--- src/sv/ppdm_pkg.sv ---
// ppdm_pkg: shared constants, event codes and control structs of the pulse period and
// duty meter. No dependencies; compiled first.
package ppdm_pkg;

    localparam int TIME_BITS_DEF  = 32;
    localparam int COUNT_BITS_DEF = 16;

    localparam int TB_BITS         = 27;
    localparam int FRAC_BITS       = 8;
    localparam int FREQ_BITS       = 35;
    localparam int DUTY_BITS       = 14;
    localparam int DUTY_SCALE_BITS = 14;
    localparam int SUM_CAP_BITS    = 64;

    localparam logic [TB_BITS-1:0]   TB_RESET  = 27'd1000000;
    localparam logic [DUTY_BITS-1:0] DUTY_FULL = 14'd10000;

    typedef enum logic [1:0] {
        OP_RISE   = 2'd0,
        OP_FALL   = 2'd1,
        OP_REPORT = 2'd2
    } op_t;

    // commands into the edge tracker
    typedef struct packed {
        logic rise;
        logic fall;
        logic clear;
    } track_cmd_t;

endpackage

--- src/sv/ppdm_if.sv ---
// ppdm channel interfaces: event input, result output and timebase write channel.
// Depends on ppdm_pkg for the fixed field widths.
interface ppdm_in_if #(
    parameter int TIME_BITS = ppdm_pkg::TIME_BITS_DEF
);
    logic                 valid;
    logic                 ready;
    logic [1:0]           op;
    logic [TIME_BITS-1:0] timestamp;

    modport source (output valid, output op, output timestamp, input ready);
    modport sink   (input valid, input op, input timestamp, output ready);
endinterface

interface ppdm_out_if #(
    parameter int TIME_BITS = ppdm_pkg::TIME_BITS_DEF
);
    logic                           valid;
    logic                           ready;
    logic [ppdm_pkg::FREQ_BITS-1:0] frequency_q8;
    logic [ppdm_pkg::DUTY_BITS-1:0] duty_hundredths;
    logic [TIME_BITS-1:0]           period_ticks;
    logic [TIME_BITS-1:0]           high_ticks;
    logic [TIME_BITS-1:0]           low_ticks;
    logic [TIME_BITS-1:0]           record_time;

    modport source (output valid, output frequency_q8, output duty_hundredths,
                    output period_ticks, output high_ticks, output low_ticks,
                    output record_time, input ready);
    modport sink   (input valid, input frequency_q8, input duty_hundredths,
                    input period_ticks, input high_ticks, input low_ticks,
                    input record_time, output ready);
endinterface

interface ppdm_cfg_if;
    logic                         valid;
    logic                         ready;
    logic [ppdm_pkg::TB_BITS-1:0] timebase_hz;

    modport source (output valid, output timebase_hz, input ready);
    modport sink   (input valid, input timebase_hz, output ready);
endinterface

--- src/sv/pulse_period_duty_meter_unit.sv ---
// pulse_period_duty_meter_unit: top level of the pulse period and duty meter.
// Depends on ppdm_pkg, ppdm_if (channels), ppdm_track and ppdm_div.
//
// Event beats carry a rising edge, a falling edge or a report tick with a free-running
// timestamp. Edge beats update the high time, low time, last period and the period
// sum and count. A report tick after at least one complete cycle gives one result
// beat: frequency (timebase over truncated average period, unsigned Q8), duty in
// hundredths of a percent (saturated at 10000), the last spans and the report
// timestamp; the sum and count are cleared. Other report ticks and the unused event
// code give nothing. Results go through an output register, so a finished result may
// wait while the next event beat is taken. A report runs three divisions in turn on
// one shared bit-serial divider: the average, the frequency and the duty; a zero
// average skips the frequency division and a zero period or saturated duty skips the
// duty division. The event channel is not ready while a report runs. The timebase is
// written over its own channel, which is always ready.
module pulse_period_duty_meter_unit #(
    parameter int TIME_BITS  = ppdm_pkg::TIME_BITS_DEF,
    parameter int COUNT_BITS = ppdm_pkg::COUNT_BITS_DEF
) (
    input  logic       clk,
    input  logic       rst_n,
    ppdm_in_if.sink    evt,
    ppdm_out_if.source res,
    ppdm_cfg_if.sink   cfg
);

    // sum width, capped where it would pass 64 bits (then it saturates)
    localparam int SUM_FULL = TIME_BITS + COUNT_BITS;
    localparam int SUM_BITS = (SUM_FULL > ppdm_pkg::SUM_CAP_BITS) ?
                              ppdm_pkg::SUM_CAP_BITS : SUM_FULL;
    localparam int PROD_W   = TIME_BITS + ppdm_pkg::DUTY_SCALE_BITS;
    localparam int DIV_W0   = (SUM_BITS > ppdm_pkg::FREQ_BITS) ?
                              SUM_BITS : ppdm_pkg::FREQ_BITS;
    localparam int DIV_W    = (DIV_W0 > PROD_W) ? DIV_W0 : PROD_W;
    localparam int DVS_W    = (TIME_BITS > COUNT_BITS) ? TIME_BITS : COUNT_BITS;
    localparam int STEP_W   = $clog2(DIV_W + 1);

    typedef enum logic [2:0] {
        S_IDLE,
        S_AVG,
        S_FREQ,
        S_DUTY_SET,
        S_DUTY_GO,
        S_DUTY,
        S_OUT
    } state_t;

    state_t state_reg, state_next;

    // timebase register
    logic [ppdm_pkg::TB_BITS-1:0] timebase_reg;

    // tracker status
    ppdm_pkg::track_cmd_t  track_cmd;
    logic [TIME_BITS-1:0]  last_period;
    logic [TIME_BITS-1:0]  high_span;
    logic [TIME_BITS-1:0]  low_span;
    logic [SUM_BITS-1:0]   period_sum;
    logic [COUNT_BITS-1:0] period_count;
    logic                  cycle_done;

    // shared divider
    logic              div_start;
    logic [STEP_W-1:0] div_steps;
    logic [DIV_W-1:0]  div_dividend;
    logic [DVS_W-1:0]  div_divisor;
    logic [DIV_W-1:0]  div_q;
    logic              div_done;

    // working and result registers
    logic [PROD_W-1:0]                prod_reg, prod_next;
    logic [ppdm_pkg::FREQ_BITS-1:0]   freq_reg, freq_next;
    logic [ppdm_pkg::DUTY_BITS-1:0]   duty_reg, duty_next;
    logic [TIME_BITS-1:0]             stamp_reg, stamp_next;

    logic                             res_valid_reg, res_valid_next;
    logic [ppdm_pkg::FREQ_BITS-1:0]   res_freq_reg, res_freq_next;
    logic [ppdm_pkg::DUTY_BITS-1:0]   res_duty_reg, res_duty_next;
    logic [TIME_BITS-1:0]             res_period_reg, res_period_next;
    logic [TIME_BITS-1:0]             res_high_reg, res_high_next;
    logic [TIME_BITS-1:0]             res_low_reg, res_low_next;
    logic [TIME_BITS-1:0]             res_time_reg, res_time_next;

    logic evt_beat;
    logic is_rise;
    logic is_fall;
    logic report_go;
    logic avg_zero;

    assign evt.ready = (state_reg == S_IDLE);
    assign evt_beat  = evt.valid && evt.ready;
    assign is_rise   = (evt.op == ppdm_pkg::OP_RISE);
    assign is_fall   = (evt.op == ppdm_pkg::OP_FALL);
    // a report only counts once a full cycle has been seen
    assign report_go = evt_beat && (evt.op == ppdm_pkg::OP_REPORT) && cycle_done;
    assign avg_zero  = (div_q[TIME_BITS-1:0] == '0);

    // clear rides on the report beat: the divider latches sum and count at the same edge
    assign track_cmd.rise  = evt_beat && is_rise;
    assign track_cmd.fall  = evt_beat && is_fall;
    assign track_cmd.clear = report_go;

    // timebase write channel
    assign cfg.ready = 1'b1;

    always_ff @(posedge clk or negedge rst_n)
    begin
        if (!rst_n)
        begin
            timebase_reg <= ppdm_pkg::TB_RESET;
        end
        else if (cfg.valid && cfg.ready)
        begin
            timebase_reg <= cfg.timebase_hz;
        end
    end

    ppdm_track #(
        .TIME_BITS  (TIME_BITS),
        .COUNT_BITS (COUNT_BITS),
        .SUM_BITS   (SUM_BITS)
    ) u_track (
        .clk          (clk),
        .rst_n        (rst_n),
        .cmd          (track_cmd),
        .ts           (evt.timestamp),
        .last_period  (last_period),
        .high_span    (high_span),
        .low_span     (low_span),
        .period_sum   (period_sum),
        .period_count (period_count),
        .cycle_done   (cycle_done)
    );

    ppdm_div #(
        .DIV_W  (DIV_W),
        .DVS_W  (DVS_W),
        .STEP_W (STEP_W)
    ) u_div (
        .clk      (clk),
        .rst_n    (rst_n),
        .start    (div_start),
        .steps    (div_steps),
        .dividend (div_dividend),
        .divisor  (div_divisor),
        .quotient (div_q),
        .done     (div_done)
    );

    // divider operand select, dividends left-aligned to the divider width
    always_comb
    begin
        div_start    = 1'b0;
        div_steps    = STEP_W'(SUM_BITS);
        div_dividend = DIV_W'(period_sum) << (DIV_W - SUM_BITS);
        div_divisor  = DVS_W'(period_count);
        unique case (state_reg)
            S_IDLE:
            begin
                div_start = report_go;
            end
            S_AVG:
            begin
                // frequency: timebase * 256 over the average period
                div_start    = div_done && !avg_zero;
                div_steps    = STEP_W'(ppdm_pkg::FREQ_BITS);
                div_dividend = DIV_W'({timebase_reg, {ppdm_pkg::FRAC_BITS{1'b0}}})
                               << (DIV_W - ppdm_pkg::FREQ_BITS);
                div_divisor  = DVS_W'(div_q[TIME_BITS-1:0]);
            end
            S_DUTY_GO:
            begin
                // duty: high * 10000 over the period
                div_start    = 1'b1;
                div_steps    = STEP_W'(PROD_W);
                div_dividend = DIV_W'(prod_reg) << (DIV_W - PROD_W);
                div_divisor  = DVS_W'(last_period);
            end
            default:
            begin
                div_start = 1'b0;
            end
        endcase
    end

    // sequencer
    always_comb
    begin
        state_next      = state_reg;
        prod_next       = prod_reg;
        freq_next       = freq_reg;
        duty_next       = duty_reg;
        stamp_next      = stamp_reg;
        res_valid_next  = res_valid_reg && !res.ready;
        res_freq_next   = res_freq_reg;
        res_duty_next   = res_duty_reg;
        res_period_next = res_period_reg;
        res_high_next   = res_high_reg;
        res_low_next    = res_low_reg;
        res_time_next   = res_time_reg;
        unique case (state_reg)
            S_IDLE:
            begin
                if (report_go)
                begin
                    stamp_next = evt.timestamp;
                    state_next = S_AVG;
                end
            end
            S_AVG:
            begin
                if (div_done)
                begin
                    if (avg_zero)
                    begin
                        freq_next  = '0;
                        state_next = S_DUTY_SET;
                    end
                    else
                    begin
                        state_next = S_FREQ;
                    end
                end
            end
            S_FREQ:
            begin
                if (div_done)
                begin
                    freq_next  = div_q[ppdm_pkg::FREQ_BITS-1:0];
                    state_next = S_DUTY_SET;
                end
            end
            S_DUTY_SET:
            begin
                prod_next = PROD_W'(high_span) * PROD_W'(ppdm_pkg::DUTY_FULL);
                priority if (last_period == '0)
                begin
                    duty_next  = '0;
                    state_next = S_OUT;
                end
                else if (high_span >= last_period)
                begin
                    duty_next  = ppdm_pkg::DUTY_FULL;
                    state_next = S_OUT;
                end
                else
                begin
                    state_next = S_DUTY_GO;
                end
            end
            S_DUTY_GO:
            begin
                state_next = S_DUTY;
            end
            S_DUTY:
            begin
                if (div_done)
                begin
                    duty_next  = div_q[ppdm_pkg::DUTY_BITS-1:0];
                    state_next = S_OUT;
                end
            end
            S_OUT:
            begin
                // wait for the output register to free up
                if (!res_valid_reg || res.ready)
                begin
                    res_valid_next  = 1'b1;
                    res_freq_next   = freq_reg;
                    res_duty_next   = duty_reg;
                    res_period_next = last_period;
                    res_high_next   = high_span;
                    res_low_next    = low_span;
                    res_time_next   = stamp_reg;
                    state_next      = S_IDLE;
                end
            end
            default:
            begin
                state_next = S_IDLE;
            end
        endcase
    end

    always_ff @(posedge clk or negedge rst_n)
    begin
        if (!rst_n)
        begin
            state_reg     <= S_IDLE;
            res_valid_reg <= 1'b0;
        end
        else
        begin
            state_reg     <= state_next;
            res_valid_reg <= res_valid_next;
        end
    end

    always_ff @(posedge clk)
    begin
        prod_reg       <= prod_next;
        freq_reg       <= freq_next;
        duty_reg       <= duty_next;
        stamp_reg      <= stamp_next;
        res_freq_reg   <= res_freq_next;
        res_duty_reg   <= res_duty_next;
        res_period_reg <= res_period_next;
        res_high_reg   <= res_high_next;
        res_low_reg    <= res_low_next;
        res_time_reg   <= res_time_next;
    end

    assign res.valid           = res_valid_reg;
    assign res.frequency_q8    = res_freq_reg;
    assign res.duty_hundredths = res_duty_reg;
    assign res.period_ticks    = res_period_reg;
    assign res.high_ticks      = res_high_reg;
    assign res.low_ticks       = res_low_reg;
    assign res.record_time     = res_time_reg;

    // a report beat clears the completed-cycle flag
    a_report_clears: assert property (@(posedge clk) disable iff (!rst_n)
        report_go |=> !cycle_done)
        else $error("cycle flag still set after report");

    // the divider only finishes while a report is being worked
    a_div_done_busy: assert property (@(posedge clk) disable iff (!rst_n)
        div_done |-> (state_reg == S_AVG || state_reg == S_FREQ || state_reg == S_DUTY))
        else $error("divider finished outside a report");

    // every result beat has a duty within full scale
    a_duty_range: assert property (@(posedge clk) disable iff (!rst_n)
        res_valid_reg |-> (res_duty_reg <= ppdm_pkg::DUTY_FULL))
        else $error("duty above full scale");

endmodule

--- src/sv/ppdm_track.sv ---
// ppdm_track: edge timestamp tracking, high/low/period spans, period sum and count.
// Depends on ppdm_pkg (track_cmd_t).
module ppdm_track #(
    parameter int TIME_BITS  = ppdm_pkg::TIME_BITS_DEF,
    parameter int COUNT_BITS = ppdm_pkg::COUNT_BITS_DEF,
    parameter int SUM_BITS   = TIME_BITS + COUNT_BITS
) (
    input  logic                  clk,
    input  logic                  rst_n,
    input  ppdm_pkg::track_cmd_t  cmd,
    input  logic [TIME_BITS-1:0]  ts,
    output logic [TIME_BITS-1:0]  last_period,
    output logic [TIME_BITS-1:0]  high_span,
    output logic [TIME_BITS-1:0]  low_span,
    output logic [SUM_BITS-1:0]   period_sum,
    output logic [COUNT_BITS-1:0] period_count,
    output logic                  cycle_done
);

    logic [TIME_BITS-1:0]  last_rise_reg, last_rise_next;
    logic [TIME_BITS-1:0]  last_fall_reg, last_fall_next;
    logic                  rise_seen_reg, rise_seen_next;
    logic                  fall_seen_reg, fall_seen_next;
    logic [TIME_BITS-1:0]  high_reg, high_next;
    logic [TIME_BITS-1:0]  low_reg, low_next;
    logic [TIME_BITS-1:0]  period_reg, period_next;
    logic [SUM_BITS-1:0]   sum_reg, sum_next;
    logic [COUNT_BITS-1:0] count_reg, count_next;
    logic                  done_reg, done_next;
    logic [TIME_BITS-1:0]  new_period;
    logic [SUM_BITS:0]     sum_add;

    assign new_period = ts - last_rise_reg;
    assign sum_add    = {1'b0, sum_reg} + (SUM_BITS + 1)'(new_period);

    always_comb
    begin
        last_rise_next = last_rise_reg;
        last_fall_next = last_fall_reg;
        rise_seen_next = rise_seen_reg;
        fall_seen_next = fall_seen_reg;
        high_next      = high_reg;
        low_next       = low_reg;
        period_next    = period_reg;
        sum_next       = sum_reg;
        count_next     = count_reg;
        done_next      = done_reg;
        if (cmd.rise)
        begin
            if (fall_seen_reg)
            begin
                low_next = ts - last_fall_reg;
            end
            if (rise_seen_reg)
            begin
                period_next = new_period;
                // count full: keep the average, stop accumulating
                if (count_reg != '1)
                begin
                    sum_next   = sum_add[SUM_BITS] ? '1 : sum_add[SUM_BITS-1:0];
                    count_next = count_reg + 1'b1;
                end
                done_next = 1'b1;
            end
            last_rise_next = ts;
            rise_seen_next = 1'b1;
        end
        else if (cmd.fall)
        begin
            if (rise_seen_reg)
            begin
                high_next = ts - last_rise_reg;
            end
            last_fall_next = ts;
            fall_seen_next = 1'b1;
        end
        else if (cmd.clear)
        begin
            sum_next   = '0;
            count_next = '0;
            done_next  = 1'b0;
        end
    end

    always_ff @(posedge clk or negedge rst_n)
    begin
        if (!rst_n)
        begin
            last_rise_reg <= '0;
            last_fall_reg <= '0;
            rise_seen_reg <= 1'b0;
            fall_seen_reg <= 1'b0;
            high_reg      <= '0;
            low_reg       <= '0;
            period_reg    <= '0;
            sum_reg       <= '0;
            count_reg     <= '0;
            done_reg      <= 1'b0;
        end
        else
        begin
            last_rise_reg <= last_rise_next;
            last_fall_reg <= last_fall_next;
            rise_seen_reg <= rise_seen_next;
            fall_seen_reg <= fall_seen_next;
            high_reg      <= high_next;
            low_reg       <= low_next;
            period_reg    <= period_next;
            sum_reg       <= sum_next;
            count_reg     <= count_next;
            done_reg      <= done_next;
        end
    end

    assign last_period  = period_reg;
    assign high_span    = high_reg;
    assign low_span     = low_reg;
    assign period_sum   = sum_reg;
    assign period_count = count_reg;
    assign cycle_done   = done_reg;

endmodule

--- src/sv/ppdm_div.sv ---
// ppdm_div: shared restoring divider, one quotient bit per cycle.
// The dividend arrives left-aligned; steps gives how many quotient bits to produce.
module ppdm_div #(
    parameter int DIV_W  = 78,
    parameter int DVS_W  = 32,
    parameter int STEP_W = 7
) (
    input  logic              clk,
    input  logic              rst_n,
    input  logic              start,
    input  logic [STEP_W-1:0] steps,
    input  logic [DIV_W-1:0]  dividend,
    input  logic [DVS_W-1:0]  divisor,
    output logic [DIV_W-1:0]  quotient,
    output logic              done
);

    logic              busy_reg, busy_next;
    logic              done_reg, done_next;
    logic [STEP_W-1:0] left_reg, left_next;
    logic [DVS_W-1:0]  rem_reg, rem_next;
    logic [DVS_W-1:0]  dvs_reg, dvs_next;
    logic [DIV_W-1:0]  dvd_reg, dvd_next;
    logic [DIV_W-1:0]  q_reg, q_next;
    logic [DVS_W:0]    trial;
    logic [DVS_W:0]    diff;
    logic              fits;

    assign trial = {rem_reg, dvd_reg[DIV_W-1]};
    assign diff  = trial - {1'b0, dvs_reg};
    assign fits  = trial >= {1'b0, dvs_reg};

    always_comb
    begin
        busy_next = busy_reg;
        done_next = 1'b0;
        left_next = left_reg;
        rem_next  = rem_reg;
        dvs_next  = dvs_reg;
        dvd_next  = dvd_reg;
        q_next    = q_reg;
        if (start)
        begin
            busy_next = 1'b1;
            left_next = steps;
            rem_next  = '0;
            dvs_next  = divisor;
            dvd_next  = dividend;
            q_next    = '0;
        end
        else if (busy_reg)
        begin
            rem_next  = fits ? diff[DVS_W-1:0] : trial[DVS_W-1:0];
            dvd_next  = dvd_reg << 1;
            q_next    = {q_reg[DIV_W-2:0], fits};
            left_next = left_reg - 1'b1;
            if (left_reg == STEP_W'(1))
            begin
                busy_next = 1'b0;
                done_next = 1'b1;
            end
        end
    end

    always_ff @(posedge clk or negedge rst_n)
    begin
        if (!rst_n)
        begin
            busy_reg <= 1'b0;
            done_reg <= 1'b0;
            left_reg <= '0;
        end
        else
        begin
            busy_reg <= busy_next;
            done_reg <= done_next;
            left_reg <= left_next;
        end
    end

    always_ff @(posedge clk)
    begin
        rem_reg <= rem_next;
        dvs_reg <= dvs_next;
        dvd_reg <= dvd_next;
        q_reg   <= q_next;
    end

    assign quotient = q_reg;
    assign done     = done_reg;

endmodule
--- src/flat_wrapper.sv ---
// flat-port wrapper written by rule: the top's interface ports become plain ports
module pulse_period_duty_meter_unit_flat 
#(
    parameter int TIME_BITS  = ppdm_pkg::TIME_BITS_DEF,
    parameter int COUNT_BITS = ppdm_pkg::COUNT_BITS_DEF
)
  (clk, rst_n, evt_valid, evt_op, evt_timestamp, evt_ready, res_valid, res_frequency_q8, res_duty_hundredths, res_period_ticks, res_high_ticks, res_low_ticks, res_record_time, res_ready, cfg_valid, cfg_timebase_hz, cfg_ready);
  ppdm_in_if #(.TIME_BITS(TIME_BITS)) evt_i ();
  ppdm_out_if #(.TIME_BITS(TIME_BITS)) res_i ();
  ppdm_cfg_if cfg_i ();
  input  logic clk;
  input  logic rst_n;
  input wire logic [$bits(evt_i.valid)-1:0] evt_valid;
  input wire logic [$bits(evt_i.op)-1:0] evt_op;
  input wire logic [$bits(evt_i.timestamp)-1:0] evt_timestamp;
  output wire logic [$bits(evt_i.ready)-1:0] evt_ready;
  output wire logic [$bits(res_i.valid)-1:0] res_valid;
  output wire logic [$bits(res_i.frequency_q8)-1:0] res_frequency_q8;
  output wire logic [$bits(res_i.duty_hundredths)-1:0] res_duty_hundredths;
  output wire logic [$bits(res_i.period_ticks)-1:0] res_period_ticks;
  output wire logic [$bits(res_i.high_ticks)-1:0] res_high_ticks;
  output wire logic [$bits(res_i.low_ticks)-1:0] res_low_ticks;
  output wire logic [$bits(res_i.record_time)-1:0] res_record_time;
  input wire logic [$bits(res_i.ready)-1:0] res_ready;
  input wire logic [$bits(cfg_i.valid)-1:0] cfg_valid;
  input wire logic [$bits(cfg_i.timebase_hz)-1:0] cfg_timebase_hz;
  output wire logic [$bits(cfg_i.ready)-1:0] cfg_ready;
  assign evt_i.valid = evt_valid;
  assign evt_i.op = evt_op;
  assign evt_i.timestamp = evt_timestamp;
  assign evt_ready = evt_i.ready;
  assign res_valid = res_i.valid;
  assign res_frequency_q8 = res_i.frequency_q8;
  assign res_duty_hundredths = res_i.duty_hundredths;
  assign res_period_ticks = res_i.period_ticks;
  assign res_high_ticks = res_i.high_ticks;
  assign res_low_ticks = res_i.low_ticks;
  assign res_record_time = res_i.record_time;
  assign res_i.ready = res_ready;
  assign cfg_i.valid = cfg_valid;
  assign cfg_i.timebase_hz = cfg_timebase_hz;
  assign cfg_ready = cfg_i.ready;
  pulse_period_duty_meter_unit #(.TIME_BITS(TIME_BITS), .COUNT_BITS(COUNT_BITS)) u_core (.clk(clk), .rst_n(rst_n), .evt(evt_i), .res(res_i), .cfg(cfg_i));
endmodule
--- config.mk ---
export PLATFORM = sky130hd
export DESIGN_NAME = pulse_period_duty_meter_unit_flat
export DESIGN_NICKNAME = d
export VERILOG_FILES = /design/src/sv/ppdm_pkg.sv /design/src/sv/ppdm_if.sv /design/src/sv/pulse_period_duty_meter_unit.sv /design/src/sv/ppdm_track.sv /design/src/sv/ppdm_div.sv /design/src/flat_wrapper.sv
export SDC_FILE = /design/constraint.sdc
export NUM_CORES = 2
export LEC_CHECK = 0
export BUFFER_PORTS_ARGS = -buffer_cell sky130_fd_sc_hd__buf_2
export CAP_MARGIN = 20
export CELL_PAD_IN_SITES_DETAIL_PLACEMENT = 1
export CELL_PAD_IN_SITES_GLOBAL_PLACEMENT = 1
export CORE_MARGIN = 2
export CORE_UTILIZATION = 44
export DETAILED_ROUTE_END_ITERATION = 12
export PLACE_DENSITY = 0.73
export SLEW_MARGIN = 20
export SYNTH_ARGS = -nofsm -noshare
export SYNTH_HDL_FRONTEND = slang
export SYNTH_SLANG_ARGS = --single-unit
--- constraint.sdc ---
create_clock -name clk -period 5.7 [get_ports clk]
set_clock_uncertainty 0.05 [all_clocks]
set_input_delay 0.57 -clock clk [delete_from_list [all_inputs] [get_ports clk]]
set_output_delay 0.57 -clock clk [all_outputs]
set_load 0.05 [all_outputs]
# Word level (Yosys, flattened, before mapping)
# Index checks and enable logic that the tools add are counted.
op_classes:
  add_sub_neg: 6
  multipliers: 1
  n_lt_le_gt_ge: 2
  n_eq_ne: 20
  mux: 49
  bitwise_logic: 1
  reduce_logical: 30
op_table:
  columns: ["operator", "n"]
  rows:
  - ["$mux W48", 8]
  - ["$mux W35", 3]
  - ["$pmux W48 S2", 1]
  - ["$sub A32 B32 Y32", 3]
  - ["$mux W16", 5]
  - ["$pmux W35 S2", 1]
  - ["$logic_not A32 Y1", 2]
  - ["$pmux W32 S2", 1]
  - ["$add A48 B32 Y49", 1]
  - ["$mul A32 B10 Y42 const B", 1]
  - ["$mux W14", 3]
  - ["$ge A33 B32 Y1", 1]
  - ["$ge A32 B32 Y1", 1]
  - ["$mux W32", 1]
  - ["$pmux W14 S2", 1]
  - ["$pmux W3 S7", 1]
  - ["$mux W3", 6]
  - ["$add A16 B1 Y16 const B", 1]
  - ["$ne A16 B16 Y1 const B", 1]
  - ["$mux W1", 13]
  - ["$mux W6", 2]
  - ["$ne A2 B2 Y1 const B", 6]
  - ["$pmux W5 S2", 1]
  - ["$reduce_and A2 Y1", 5]
  - ["21 further kinds", 40]
totals:
  regBits: 713
  inputBits: 66
  elab_cells: 139

# Depth between registers and ports, before layout
depth:
  word_depth: 7
  depth_mapped: 24
  ltp_nobuf: 23

# By module
# Synthesis repeated with hierarchy kept, for this count alone.
hier_totals:
  hier_cells: 3770
  hier_area_um2: 40148.5
by_module_without_submodules:
  columns: ["mod", "instances", "cells_each", "area_each_um2", "seq_area_each_um2"]
  rows:
  - ["pulse_period_duty_meter_unit", 1, 1409, 17976.0, 9793.1]
  - ["ppdm_track", 1, 1547, 13648.1, 5680.4]
  - ["ppdm_div", 1, 814, 8524.4, 4204.0]

# Least setup slack after synthesis
# OpenSTA, ideal clock, no wires.
synth_timing:
  path_type: "flip-flop to flip-flop"
  from: "register u_core.state_reg[2]"
  to: "register u_core.res_duty_reg, in the netlist u_core.res.duty_hundredths[0] (enable)"
  setup_time_ns: 0.560
  arrival_time_ns: 4.974
  t_required_ns: 5.090
  path_slack_ns: 0.116
  path_stages_with_launch: 4
  path_buffers: 2
  path_cell_list: "dfrtp_1 clkbuf_1 clkbuf_1 and3_1"
synth_between:
  elab_chain_len: 2
synth_rtl:
  columns: ["item", "line_no", "rtl"]
  rows:
  - ["start, declared", "pulse_period_duty_meter_unit.sv:48", "state_t state_reg, state_next;"]
  - ["start signal, assigned", "pulse_period_duty_meter_unit.sv:294", "state_reg <= state_next;"]
  - ["$eq A3 B3 Y1", "pulse_period_duty_meter_unit.sv:201", "unique case (state_reg)"]
  - ["$reduce_and A2 Y1 (no source line)", null, null]
  - ["end signal, assigned", "pulse_period_duty_meter_unit.sv:306", "res_duty_reg <= res_duty_next;"]
  - ["end, declared", "pulse_period_duty_meter_unit.sv:78", "logic [ppdm_pkg::DUTY_BITS-1:0] res_duty_reg, res_duty_next;"]
# No other way between the ends.
# A chain may end at the register's enable or synchronous reset.

# Final worst setup path
layout_timing:
  from: "register u_core.u_track.high_reg[14], in the netlist u_core.u_track.high_span[14]"
  to: "register u_core.prod_reg[45] (data pin)"
layout_between:
  elab_chain_len: 1
layout_rtl:
  columns: ["item", "line_no", "rtl"]
  rows:
  - ["start, declared", "ppdm_track.sv:24", "logic [TIME_BITS-1:0] high_reg, high_next;"]
  - ["start signal, assigned", "ppdm_track.sv:106", "high_reg <= high_next;"]
  - ["$mul A32 B10 Y42", "pulse_period_duty_meter_unit.sv:235", "prod_next = PROD_W'(high_span) * PROD_W'(ppdm_pkg::DUTY_FULL);"]
  - ["end signal, assigned", "pulse_period_duty_meter_unit.sv:301", "prod_reg <= prod_next;"]
  - ["end, declared", "pulse_period_duty_meter_unit.sv:71", "logic [PROD_W-1:0] prod_reg, prod_next;"]
# No other way between the ends.

==> results.toml <==
[run_status]
status = "completed"

[setup_path]
max_stage_delay_ns = 0.56
worst-setup-path-type = "reg2reg"
cp.depth = 21
cp_max_fo = 5
crit_required_ns = 6.03
setup.worst_path.start_class = "flip-flop"
crit_start = "u_core.u_track.high_span[14]"
crit_path_cell_trace = "inv_2, fa_1, inv_1, ha_1, fa_1, ha_1, inv_1, fa_1, inv_1, ha_2, and3_4, and2_1, nand3_1, a2111oi_4, or2_4, o21a_1, a31o_2, a31oi_4, buf_4, o21a_1, xnor2_1"
cp_top_family = "adder cells"
rrSetupSlack_ns = 0.18
r2r-start = "u_core.u_track.high_span[14]"
r2r_cells = 21
reg2reg_to = "u_core.prod_reg[45]"
worstSetupEndpointType = "flip-flop"
path_buf_inv = 5
arrival_ns = 5.85
crit_end = "u_core.prod_reg[45]"
slowest_stage = "fa_1"

[sta]
fmax_mhz = 181
period_needed_ns = 5.52
fin_crit_sh_pct = 96.8
rsz0062_at_grt = "true"
setup_viol = 0
hold_violations = 0
slew_headroom_pct = 26.6
worst_pin_slew_ns = 1.10
drv_slew = 0

[floorplan]
io_pins = 246
die_y_um = 301
start_util_pct = 44.2
core_mm2 = 0.0881
core.rowCount = 109
fp.dieW_um = 301
die-area_mm2 = 0.0909

[logic_synthesis]
syn-cell-area_mm2 = 0.0389
async_flop_share_pct = 37.3
synth_top_family_by_area = "compound AO/OA/AOI/OAI gates"
synthTopCellsByArea = "edfxtp_1, dfrtp_1, ha_1, fa_1, inv_1"
synth.distinct_cells = 85
synth_compound_area_share_pct = 14.5
synth_xor_area_share_pct = 3.33
ys_ff_latch = 713
synthAdderAreaFrac_pct = 13.4
synth_area_leader_cell = "edfxtp_1"
synth_ff_type = "edfxtp_1"
syn_area_per_cell_um2 = 10.6
synth_fp_nets = 4106
synth.mux.area_fraction_pct = 2.95
synth-edff-count = 380
netlist.area_leader.share_pct = 29.3
synth_seq_area_share_pct = 49.9
yosys.area_share.simple_pct = 10.5
syn_inst = 3674
yosys_warnings = 0

[global_routing]
grt_pass1_vias = 30700
grt_max_degree = 105
grt_pass1_wl_mm = 180
grt-ovfl-total = 0
grt_use_total_pct = 25.6
antenna_found_initial = 2

[routing]
wl_per_cell_um = 22.2
drt.antenna.violating_nets = 0
route.detailed.drc = 0
drt-total-wl_mm = 116
first_pass_iters = 7
via_per_inst = 5.58
vias = 29200
drtIter0Drc = 2118

[clock_network]
cts_root_buf = "clkbuf_16"
clock_path_buffers = 3
h-tree-depth = 3
cts_buffers = 84
cts_tree = "built"
clock_latency_ns = 0.64
clkTransAtPathRegs_ns = 0.06
cts_sinks = 713

[final_layout]
layout_common_cells = "inv_1, edfxtp_1, nand2_1"
nets = 4425
area_delta_synth_final_pct = 15.9
stdcell_area_mm2 = 0.0451
antenna_cells = 0
layout-drive-gt1-share_pct = 15.7
layout_commonest_cell = "inv_1"

[job]
cap_violations = 0

[placement]
port_buffers = 244
hpwlAfterDp_mm = 86.0
gp_congestion = 0.881
place_area_mm2 = 0.0421

[worst_hold_path]
min-delay-path-class = "in2reg"
synth_stat cells (82+ instances only):
cell      instances
nand2_1         374
dfrtp_1         259
a21oi_1         193
ha_1            279
nor2_1          213
xnor2_1          82
a21o_1           97
edfxtp_1        380
o21ai_0         307
clkbuf_1        113
fa_1             87
inv_1           421
per-layer routing:
layer	GRT usage (%)	up-vias	share of wire (%)
li1	-	13600	-
met1	34.0	14800	44
met2	43.5	649	49
met3	3.44	172	4.7
met4	7.79	0	2.8
met5	0	-	0
cells by family (layout without fill, tap and decap cells):
kind of cell | count (synthesis) | in the layout
mux | 107 | 107
other cells | 1 | 1
fa+ha+maj | 366 | 366
simple gates | 893 | 893
flops | 713 | 713
buf+inv | 553 | 943
compound gates | 893 | 893
xor+xnor | 148 | 148
how the worst min path moves through the flow:
stage,end,depth (start not counted),startpoint
floorplan,u_core.res.valid,0,rst_n
global placement,u_core.res.frequency_q8[14],0,u_core.freq_reg[14]
detailed placement,u_core.res.frequency_q8[30],0,u_core.freq_reg[30]
CTS,u_core.stamp_reg[0],1,evt_timestamp[0]
global route,u_core.timebase_reg[12],2,cfg_timebase_hz[12]
finish,u_core.timebase_reg[13],2,cfg_timebase_hz[13]
metrics by stage:
stage | setup slack, ns | utilization, % | TNS, ns | std cells | hold WS (ns)
after floorplan | 0.116 | - | 0 | 3674 | 0.224
after global placement | -0.0227 | 47.8 | -0.0227 | 5067 | 0.351
after detailed placement | -0.157 | 47.8 | -0.430 | 5067 | 0.356
after CTS | 0.0509 | 51.1 | 0 | 5225 | 0.0762
after global routing | -0.0695 | 51.2 | -0.109 | 5229 | 0.0949
final | 0.183 | 51.2 | 0 | 5229 | 0.109
what timing repair did:
action | CTS | global route
hold buffers | 1 | 0
setup endpoints to repair | 3 | 48
hold endpoints to repair | 75 | 0
resized for setup | 7 | 28
cloned | 0 | 0
setup buffers | 0 | 4
pin swaps | 1 | 2
area by class of cell:
type	count	area (um^2)
multi-input cells	2408	17600
well taps	1165	1460
clock inverters	37	473
fillers	9719	43000
flip-flops and latches	713	19400
inverters	422	1590
clock buffers	120	2410
repair buffers	364	2170
worst register-to-register path: cells and delay by family (launching register included):
family / cells / cell delay (ns)
AOI/OAI and AO/OA: 5 / 1.09
xor gates and xnor gates: 1 / 0.14
adders and majority gates: 6 / 2.47
buffers and inverters: 5 / 0.39
DFF: 1 / 0.38
and+or+nand+nor: 4 / 0.73
Power is left out: the tool's default activity adds up to more than one toggle a clock period on the data nets, which glitch-free logic cannot reach.
